<file path="config.mk">
export PLATFORM = sky130hd
export DESIGN_NAME = ffra_seq
export DESIGN_NICKNAME = d
export VERILOG_FILES = /design/src/rtl/ffra_pkg.sv /design/src/rtl/ffra_match.sv /design/src/rtl/ffra_seq.sv
export SDC_FILE = /design/constraint.sdc
export NUM_CORES = 1
export LEC_CHECK = 0
export CAP_MARGIN = 5
export CORE_MARGIN = 2
export CORE_UTILIZATION = 55
export CTS_CLUSTER_DIAMETER = 100
export CTS_CLUSTER_SIZE = 30
export DETAILED_ROUTE_END_ITERATION = 10
export DONT_BUFFER_PORTS = 1
export HOLD_SLACK_MARGIN = 0.1
export PLACE_DENSITY = 0.7
export SKIP_CTS_REPAIR_TIMING = 1
export SYNTH_ARGS = -nofsm -noshare
export SYNTH_HDL_FRONTEND = slang
export SYNTH_SLANG_ARGS = --single-unit
</file>
<file path="constraint.sdc">
create_clock -name aclk -period 15.8 [get_ports aclk]
set_input_delay 3.16 -clock aclk [delete_from_list [all_inputs] [get_ports aclk]]
set_output_delay 3.16 -clock aclk [all_outputs]
set_load 0.03 [all_outputs]
</file>
<file path="src/rtl/ffra_pkg.sv">
// ============================================================================
// ffra_pkg: shared types and constants of the first-fit region allocator
// Field widths, operation and status codes, the table entry layout and the
// sequencer states used by all allocator files.
// ============================================================================
package ffra_pkg;

    localparam int TABLE_ENTRIES_DEF = 1024;

    localparam int ADDR_W     = 64;
    localparam int PAGES_W    = 31;
    localparam int STATUS_W   = 3;
    localparam int BYTES_W    = 32;
    localparam int IMAGE_W    = 32;
    localparam int CFG_DATA_W = 32;
    localparam int CFG_ADDR_W = 1;
    localparam int OP_W       = 2;

    localparam int S_TDATA_W  = BYTES_W + ADDR_W;
    localparam int M_FIELDS_W = ADDR_W + PAGES_W + STATUS_W;
    localparam int M_TDATA_W  = ((M_FIELDS_W + 7) / 8) * 8;
    localparam int M_PAD_W    = M_TDATA_W - M_FIELDS_W;

    // Pages are 4 KiB.
    localparam int PAGE_SHIFT = 12;
    localparam logic [ADDR_W-1:0] PAGE_MASK = (64'd1 << PAGE_SHIFT) - 64'd1;
    localparam logic [ADDR_W-1:0] HEAP_BASE = 64'hFFFF_FFFF_8000_0000;
    // Base plus the rounding bias, so the heap start needs only one add.
    localparam logic [ADDR_W-1:0] INIT_BIAS = HEAP_BASE + PAGE_MASK;

    localparam logic [PAGES_W-1:0] HEAP_PAGES_RST = 31'd262144;

    typedef enum logic [OP_W-1:0] {
        OP_INIT,
        OP_ALLOC,
        OP_FREE,
        OP_NONE
    } op_t;

    typedef enum logic [STATUS_W-1:0] {
        ST_OK,
        ST_NO_SPACE,
        ST_TABLE_FULL,
        ST_NOT_FOUND,
        ST_BELOW_HEAP,
        ST_ZERO_REQ
    } status_t;

    typedef enum logic [CFG_ADDR_W-1:0] {
        REG_IMAGE_SIZE,
        REG_HEAP_PAGES
    } cfg_reg_t;

    typedef struct packed {
        logic [ADDR_W-1:0]  start;
        logic [PAGES_W-1:0] size;
        logic               free;
    } entry_t;

    localparam int ENTRY_W = $bits(entry_t);

    typedef struct packed {
        logic [IMAGE_W-1:0] image_size;
        logic [PAGES_W-1:0] heap_pages;
    } cfg_t;

    typedef enum logic [2:0] {
        S_IDLE,
        S_INIT,
        S_SCAN,
        S_ALLOC_FIT,
        S_ALLOC_SPLIT,
        S_ALLOC_MARK,
        S_FREE_MARK,
        S_RESP
    } state_t;

endpackage

</file>
<file path="src/rtl/ffra_match.sv">
// ============================================================================
// ffra_match: shared entry compare unit
// Tests one table entry per cycle: fit test for allocate, start-address
// match for free.
// ============================================================================
module ffra_match (
    input  ffra_pkg::op_t                   op,
    input  ffra_pkg::entry_t                entry,
    input  logic [ffra_pkg::PAGES_W-1:0]    pages,
    input  logic [ffra_pkg::ADDR_W-1:0]     addr,
    output logic                            hit
);

    always_comb begin
        case (op)
            ffra_pkg::OP_ALLOC: begin
                hit = entry.free && (entry.size >= pages);
            end
            ffra_pkg::OP_FREE: begin
                hit = (entry.start == addr);
            end
            default: begin
                hit = 1'b0;
            end
        endcase
    end

endmodule

</file>
<file path="src/rtl/ffra_seq.sv">
// ============================================================================
// ffra_seq: allocator sequencer
// Walks the region table through the RAM read port one entry per cycle,
// feeds the compare unit, then updates the table and forms the result.
// ============================================================================
module ffra_seq #(
    parameter int TABLE_ENTRIES = ffra_pkg::TABLE_ENTRIES_DEF,
    localparam int IDX_W = $clog2(TABLE_ENTRIES),
    localparam int CNT_W = $clog2(TABLE_ENTRIES + 1)
) (
    input  logic                              aclk,
    input  logic                              aresetn,
    input  ffra_pkg::cfg_t                    cfg,
    input  logic                              s_tvalid,
    output logic                              s_tready,
    input  logic [ffra_pkg::S_TDATA_W-1:0]    s_tdata,
    input  logic [ffra_pkg::OP_W-1:0]         s_tuser,
    output logic                              m_tvalid,
    input  logic                              m_tready,
    output logic [ffra_pkg::M_TDATA_W-1:0]    m_tdata,
    output logic                              ram_wr_en,
    output logic [IDX_W-1:0]                  ram_wr_addr,
    output ffra_pkg::entry_t                  ram_wr_data,
    output logic [IDX_W-1:0]                  ram_rd_addr,
    input  ffra_pkg::entry_t                  ram_rd_data
);

    localparam int SUM_W = ffra_pkg::BYTES_W + 1;

    ffra_pkg::state_t  state_reg, state_next;
    ffra_pkg::op_t     op_reg, op_next;
    logic [ffra_pkg::PAGES_W-1:0]  pages_reg, pages_next;
    logic [ffra_pkg::ADDR_W-1:0]   addr_reg, addr_next;
    logic [ffra_pkg::ADDR_W-1:0]   heap_start_reg, heap_start_next;
    logic [CNT_W-1:0]              count_reg, count_next;
    logic [CNT_W-1:0]              rd_idx_reg, rd_idx_next;
    logic [IDX_W-1:0]              chk_idx_reg, chk_idx_next;
    logic                          pipe_vld_reg, pipe_vld_next;
    logic [IDX_W-1:0]              hit_idx_reg, hit_idx_next;
    ffra_pkg::entry_t              hit_reg, hit_next;
    logic [ffra_pkg::PAGES_W-1:0]  rest_reg, rest_next;
    logic [ffra_pkg::ADDR_W-1:0]   res_addr_reg, res_addr_next;
    logic [ffra_pkg::PAGES_W-1:0]  res_pages_reg, res_pages_next;
    ffra_pkg::status_t             res_status_reg, res_status_next;
    logic                          m_tvalid_reg, m_tvalid_next;
    logic [ffra_pkg::ADDR_W-1:0]   m_addr_reg, m_addr_next;
    logic [ffra_pkg::PAGES_W-1:0]  m_pages_reg, m_pages_next;
    ffra_pkg::status_t             m_status_reg, m_status_next;

    logic [ffra_pkg::BYTES_W-1:0]  s_bytes;
    logic [ffra_pkg::ADDR_W-1:0]   s_address;
    ffra_pkg::op_t                 s_op;
    logic [SUM_W-1:0]              pages_sum;
    logic [SUM_W-1:0]              pages_calc;
    logic [ffra_pkg::ADDR_W-1:0]   init_start;
    logic                          issue;
    logic                          match_hit;

    assign s_bytes   = s_tdata[ffra_pkg::BYTES_W-1:0];
    assign s_address = s_tdata[ffra_pkg::S_TDATA_W-1:ffra_pkg::BYTES_W];
    assign s_op      = ffra_pkg::op_t'(s_tuser);

    // Round the byte count up to whole pages.
    assign pages_sum  = {1'b0, s_bytes} + SUM_W'(ffra_pkg::PAGE_MASK);
    assign pages_calc = pages_sum >> ffra_pkg::PAGE_SHIFT;

    assign init_start = (ffra_pkg::INIT_BIAS + ffra_pkg::ADDR_W'(cfg.image_size))
                        & ~ffra_pkg::PAGE_MASK;

    assign ram_rd_addr = rd_idx_reg[IDX_W-1:0];

    ffra_match u_match (
        .op    (op_reg),
        .entry (ram_rd_data),
        .pages (pages_reg),
        .addr  (addr_reg),
        .hit   (match_hit)
    );

    always_ff @(posedge aclk) begin
        if (!aresetn) begin
            state_reg      <= ffra_pkg::S_IDLE;
            heap_start_reg <= '0;
            count_reg      <= '0;
            pipe_vld_reg   <= 1'b0;
            m_tvalid_reg   <= 1'b0;
        end else begin
            state_reg      <= state_next;
            heap_start_reg <= heap_start_next;
            count_reg      <= count_next;
            pipe_vld_reg   <= pipe_vld_next;
            m_tvalid_reg   <= m_tvalid_next;
        end
    end

    always_ff @(posedge aclk) begin
        op_reg         <= op_next;
        pages_reg      <= pages_next;
        addr_reg       <= addr_next;
        rd_idx_reg     <= rd_idx_next;
        chk_idx_reg    <= chk_idx_next;
        hit_idx_reg    <= hit_idx_next;
        hit_reg        <= hit_next;
        rest_reg       <= rest_next;
        res_addr_reg   <= res_addr_next;
        res_pages_reg  <= res_pages_next;
        res_status_reg <= res_status_next;
        m_addr_reg     <= m_addr_next;
        m_pages_reg    <= m_pages_next;
        m_status_reg   <= m_status_next;
    end

    always_comb begin
        state_next      = state_reg;
        op_next         = op_reg;
        pages_next      = pages_reg;
        addr_next       = addr_reg;
        heap_start_next = heap_start_reg;
        count_next      = count_reg;
        rd_idx_next     = rd_idx_reg;
        chk_idx_next    = chk_idx_reg;
        pipe_vld_next   = pipe_vld_reg;
        hit_idx_next    = hit_idx_reg;
        hit_next        = hit_reg;
        rest_next       = rest_reg;
        res_addr_next   = res_addr_reg;
        res_pages_next  = res_pages_reg;
        res_status_next = res_status_reg;
        m_tvalid_next   = m_tvalid_reg;
        m_addr_next     = m_addr_reg;
        m_pages_next    = m_pages_reg;
        m_status_next   = m_status_reg;
        ram_wr_en       = 1'b0;
        ram_wr_addr     = hit_idx_reg;
        ram_wr_data     = hit_reg;
        issue           = 1'b0;
        s_tready        = (state_reg == ffra_pkg::S_IDLE);

        if (m_tvalid_reg && m_tready) begin
            m_tvalid_next = 1'b0;
        end

        case (state_reg)
            ffra_pkg::S_IDLE: begin
                if (s_tvalid) begin
                    op_next         = s_op;
                    pages_next      = pages_calc[ffra_pkg::PAGES_W-1:0];
                    addr_next       = s_address;
                    rd_idx_next     = '0;
                    pipe_vld_next   = 1'b0;
                    res_addr_next   = '0;
                    res_pages_next  = '0;
                    res_status_next = ffra_pkg::ST_OK;
                    case (s_op)
                        ffra_pkg::OP_INIT: begin
                            state_next = ffra_pkg::S_INIT;
                        end
                        ffra_pkg::OP_ALLOC: begin
                            if (s_bytes == '0) begin
                                res_status_next = ffra_pkg::ST_ZERO_REQ;
                                state_next      = ffra_pkg::S_RESP;
                            end else begin
                                state_next = ffra_pkg::S_SCAN;
                            end
                        end
                        ffra_pkg::OP_FREE: begin
                            if (s_address < heap_start_reg) begin
                                res_status_next = ffra_pkg::ST_BELOW_HEAP;
                                state_next      = ffra_pkg::S_RESP;
                            end else begin
                                state_next = ffra_pkg::S_SCAN;
                            end
                        end
                        default: begin
                            state_next = ffra_pkg::S_RESP;
                        end
                    endcase
                end
            end
            ffra_pkg::S_INIT: begin
                heap_start_next = init_start;
                count_next      = CNT_W'(1);
                ram_wr_en       = 1'b1;
                ram_wr_addr     = '0;
                ram_wr_data     = '{start: init_start, size: cfg.heap_pages, free: 1'b1};
                res_addr_next   = init_start;
                res_pages_next  = cfg.heap_pages;
                state_next      = ffra_pkg::S_RESP;
            end
            ffra_pkg::S_SCAN: begin
                // Each read is issued in the cycle before its entry is compared; an entry read
                // past the hit is simply dropped.
                issue         = (rd_idx_reg < count_reg);
                rd_idx_next   = rd_idx_reg + CNT_W'(issue);
                pipe_vld_next = issue;
                chk_idx_next  = rd_idx_reg[IDX_W-1:0];
                if (pipe_vld_reg && match_hit) begin
                    hit_idx_next = chk_idx_reg;
                    hit_next     = ram_rd_data;
                    if (op_reg == ffra_pkg::OP_ALLOC) begin
                        state_next = ffra_pkg::S_ALLOC_FIT;
                    end else begin
                        state_next = ffra_pkg::S_FREE_MARK;
                    end
                end else if (!pipe_vld_reg && !issue) begin
                    if (op_reg == ffra_pkg::OP_ALLOC) begin
                        res_status_next = ffra_pkg::ST_NO_SPACE;
                    end else begin
                        res_status_next = ffra_pkg::ST_NOT_FOUND;
                    end
                    state_next = ffra_pkg::S_RESP;
                end
            end
            ffra_pkg::S_ALLOC_FIT: begin
                rest_next = hit_reg.size - pages_reg;
                if (rest_next == '0) begin
                    state_next = ffra_pkg::S_ALLOC_MARK;
                end else if (count_reg == CNT_W'(TABLE_ENTRIES)) begin
                    res_status_next = ffra_pkg::ST_TABLE_FULL;
                    state_next      = ffra_pkg::S_RESP;
                end else begin
                    state_next = ffra_pkg::S_ALLOC_SPLIT;
                end
            end
            ffra_pkg::S_ALLOC_SPLIT: begin
                // The remainder goes to a new free entry at the end of the table.
                ram_wr_en   = 1'b1;
                ram_wr_addr = count_reg[IDX_W-1:0];
                ram_wr_data = '{
                    start: hit_reg.start
                           + (ffra_pkg::ADDR_W'(pages_reg) << ffra_pkg::PAGE_SHIFT),
                    size:  rest_reg,
                    free:  1'b1
                };
                count_next  = count_reg + CNT_W'(1);
                state_next  = ffra_pkg::S_ALLOC_MARK;
            end
            ffra_pkg::S_ALLOC_MARK: begin
                ram_wr_en      = 1'b1;
                ram_wr_data    = '{start: hit_reg.start, size: pages_reg, free: 1'b0};
                res_addr_next  = hit_reg.start;
                res_pages_next = pages_reg;
                state_next     = ffra_pkg::S_RESP;
            end
            ffra_pkg::S_FREE_MARK: begin
                ram_wr_en      = 1'b1;
                ram_wr_data    = '{start: hit_reg.start, size: hit_reg.size, free: 1'b1};
                res_addr_next  = hit_reg.start;
                res_pages_next = hit_reg.size;
                state_next     = ffra_pkg::S_RESP;
            end
            ffra_pkg::S_RESP: begin
                if (!m_tvalid_reg || m_tready) begin
                    m_tvalid_next = 1'b1;
                    m_addr_next   = res_addr_reg;
                    m_pages_next  = res_pages_reg;
                    m_status_next = res_status_reg;
                    state_next    = ffra_pkg::S_IDLE;
                end
            end
            default: begin
                state_next = ffra_pkg::S_IDLE;
            end
        endcase
    end

    assign m_tvalid = m_tvalid_reg;
    assign m_tdata  = {{ffra_pkg::M_PAD_W{1'b0}}, m_status_reg, m_pages_reg, m_addr_reg};

endmodule

</file>
==> impl_metrics.csv <==
group,metric,value,unit
status,status,"complete, no violations",
power,pwr-share-comb,0.373,
worst_hold_path,min_path_cells,0,
critical_path,critPathCaptureType,"primary output",
critical_path,critPathMaxFanout,59,
timing,slew_viol_final,0,
timing,fin_skew,0.0409,ns
power,switchingPower,1770,µW
place,portBuffers,0,
place,dp.cells,2686,
global_route,grt_start_max_net_pins,76,
routing,ant_nets,0,
critical_path,critPathLaunchType,"input port",
yosys,synth_area,0.0247,mm²
yosys,yosys_register_bits,479,
global_route,antenna_found_initial,1,
floorplanning,core_area,0.0443,mm²
yosys,yosysWarningCount,0,
yosys,async_flop_share,0,
routing,drtPass1Iterations,6,
timing,clock.fmax,104,MHz
power,sequentialPowerShare,0.469,
timing,finalWorstSetupSlack,6.22,ns
timing,min_period,9.58,ns
routing,drt_iter0_drc,2248,
critical_path,worstPathRequired,12.64,ns
routing,vias_per_cell,6.69,
place,place_ws,6.34,ns
routing,drc,0,
floorplanning,die_w,216,µm
global_route,grt-ovfl-total,0,
place,routabilityCongestion,0.955,
cells_and_area,instances_no_fill,2724,
power,leakage,0.00934,µW
yosys,yosys_most_used_dff,"edfxtp_1",
power,clockPowerShare,0.158,
floorplanning,die_h,216,µm
global_route,globalRouteTotalUtil,0.340,
clock_network,htreeDepth,1,
floorplanning,initial_core_util,0.558,
critical_path,cp-endpoint,"ram_wr_data[67]",
yosys,synth_area_leaders,"edfxtp_1, ha_1, nand2_1, dfxtp_1, o21ai_0",
critical_path,ff2ff_setup_slack,10.85,ns
worst_hold_path,min_path_type,"flip-flop to flip-flop",
timing,worst_pin_slew,1.41,ns
timing,holdWs,0.414,ns
yosys,synth_top_area_share,0.535,
timing,setup_viol,0,
floorplanning,io_pins,484,
global_route,grt_pass1_wl,118000,µm
power,power_density,161,mW/mm²
yosys,synth_most_common_cell,"edfxtp_1",
clock_network,cts_root_buf,"clkbuf_16",
cells_and_area,layout-drive-gt1-share,0.0432,
clock_network,cts_tree,"built",
clock_network,cts.sinks,479,
clock_network,worst_setup_hold_path_clk_slew,0.11,ns
power,p_int,2420,µW
yosys,synth-edff-count,441,
yosys,yosys-top-cells-count,"edfxtp_1, nand2_1, ha_1, o21ai_0, inv_1",
yosys,ys_seq_area_frac,0.566,
clock_network,cts_buffer_depth,3,
critical_path,crit_type,"input port to primary output",
global_route,grt_pass1_vias,17312,
timing,slew_headroom,0.0497,
cells_and_area,largest_reg_flops,96,
critical_path,reg2reg_from,"op_reg[0]$_DFFE_PP_",
yosys,syn_inst,2156,
yosys,ys_types,82,
floorplanning,die-area,0.0467,mm²
clock_network,cts_buffers,20,
cells_and_area,fin_nets,2514,
floorplanning,rows,77,
yosys,synth_top_cell_by_area,"edfxtp_1",
routing,postRouteWirelength,81100,µm
place,dp_hpwl,62300,µm
power,p_sw_frac,0.423,
critical_path,r2r_cells,10,
critical_path,worstSetupStartpoint,"cfg[42]",
critical_path,rr_endpoint,"hit_idx_reg[2]$_DFFE_PP_",
timing,hold_viol_final,0,
routing,avgRoutedWirePerCell,29.8,µm
critical_path,crit_arrival,6.42,ns
timing,min_period_over_period,0.607,
routing,route.vias.total,18234,
timing,setup_tns,0,ns
power,irDropWorstVdd,115,µV
yosys,synth_area_per_cell,11.5,µm²
flow_run,cap_violations,0,
timing,rsz0062_at_grt,"no",
clock_network,clk_latency,0.60,ns
cells_and_area,area_delta_synth_final,4.91,%
-- power groups by stage --
stage	logic, µW	clock network, µW	registers (µW)
2_1_floorplan	1170	0	1900
5_1_grt	1670	707	1980
3_3_place_gp	1500	0	1980
4_1_cts	1540	673	1960
6_report	1560	663	1960
3_5_place_dp	1530	0	1990
-- kinds of logic (layout without fill, tap and decap cells) --
logic type / Yosys count / count (layout) / share of synthesized area
compound gates: 532 / 532 / 0.149
xor+xnor: 114 / 114 / 0.0404
fa+ha+maj: 137 / 137 / 0.0699
buf+inv: 201 / 170 / 0.0337
flops: 479 / 479 / 0.566
mux: 1 / 1 / 0.000405
other cells: 1 / 8 / 0.000152
simple gates: 691 / 691 / 0.140
-- cell usage in the layout, fill, tap and decap left out, types with 24 or more instances in the layout --
cell,n
inv_1,107
buf_4,24
o21ai_0,124
nand2_1,260
a22oi_1,26
nor3_1,31
nor2_1,72
xor2_1,72
nor4_1,34
and2_1,45
nand4_1,34
a21oi_1,91
a221o_1,44
nand3_1,70
xnor2_1,42
ha_1,135
a21o_1,41
dfxtp_1,38
edfxtp_1,441
-- cell type report --
| cell class | instances | area [µm²] |
|---|---|---|
| tap | 592 | 741 |
| timing repair buffer | 24 | 180 |
| antenna | 2 | 5.00 |
| sequential | 479 | 14000 |
| inverter | 110 | 414 |
| clock inverter | 4 | 48.8 |
| clock buffer | 32 | 566 |
| fill | 3719 | 18400 |
| multi-input combinational | 1481 | 9990 |
-- critical path, cell delays in order --
cell      delay [ns]
nor4_1          0.37
a31oi_1         0.23
and3_1          0.29
nand4_1         0.13
nor2_1          0.15
or3_2           0.43
buf_4           0.32
o31ai_1         0.14
a21oi_1         0.06
a221oi_1        1.11
-- how the worst min path moves through the flow --
stage	slack [ns]	startpoint	to
3_5_place_dp	0.40	res_addr_reg[48]$_DFFE_PP_	m_addr_reg[48]$_DFFE_PP_
2_1_floorplan	0.40	chk_idx_reg[0]$_DFFE_PP_	hit_idx_reg[0]$_DFFE_PP_
6_report	0.41	res_addr_reg[24]$_DFFE_PP_	m_addr_reg[24]$_DFFE_PP_
5_1_grt	0.43	res_addr_reg[24]$_DFFE_PP_	m_addr_reg[24]$_DFFE_PP_
3_3_place_gp	0.40	res_addr_reg[5]$_DFFE_PP_	m_addr_reg[5]$_DFFE_PP_
4_1_cts	0.41	res_addr_reg[54]$_DFFE_PP_	m_addr_reg[54]$_DFFE_PP_
-- routing by layer --
| layer | vias up | GRT usage | part of all wire |
|---|---|---|---|
| met5 | - | 0 | 0 |
| met4 | 0 | 0.0861 | 0.026 |
| met3 | 118 | 0.0876 | 0.11 |
| met2 | 1092 | 0.534 | 0.46 |
| met1 | 8957 | 0.475 | 0.41 |
| li1 | 8067 | - | - |
-- stage by stage --
step | area, µm² | utilization | total power (µW)
6_report | 25900 | 0.586 | 4180
5_1_grt | 25900 | 0.585 | 4360
4_1_cts | 25900 | 0.585 | 4170
3_5_place_dp | 25300 | 0.572 | 3520
3_3_place_gp | 25300 | 0.572 | 3480
2_1_floorplan | 24800 | - | 3070
(Power assumes the default switching activity.)
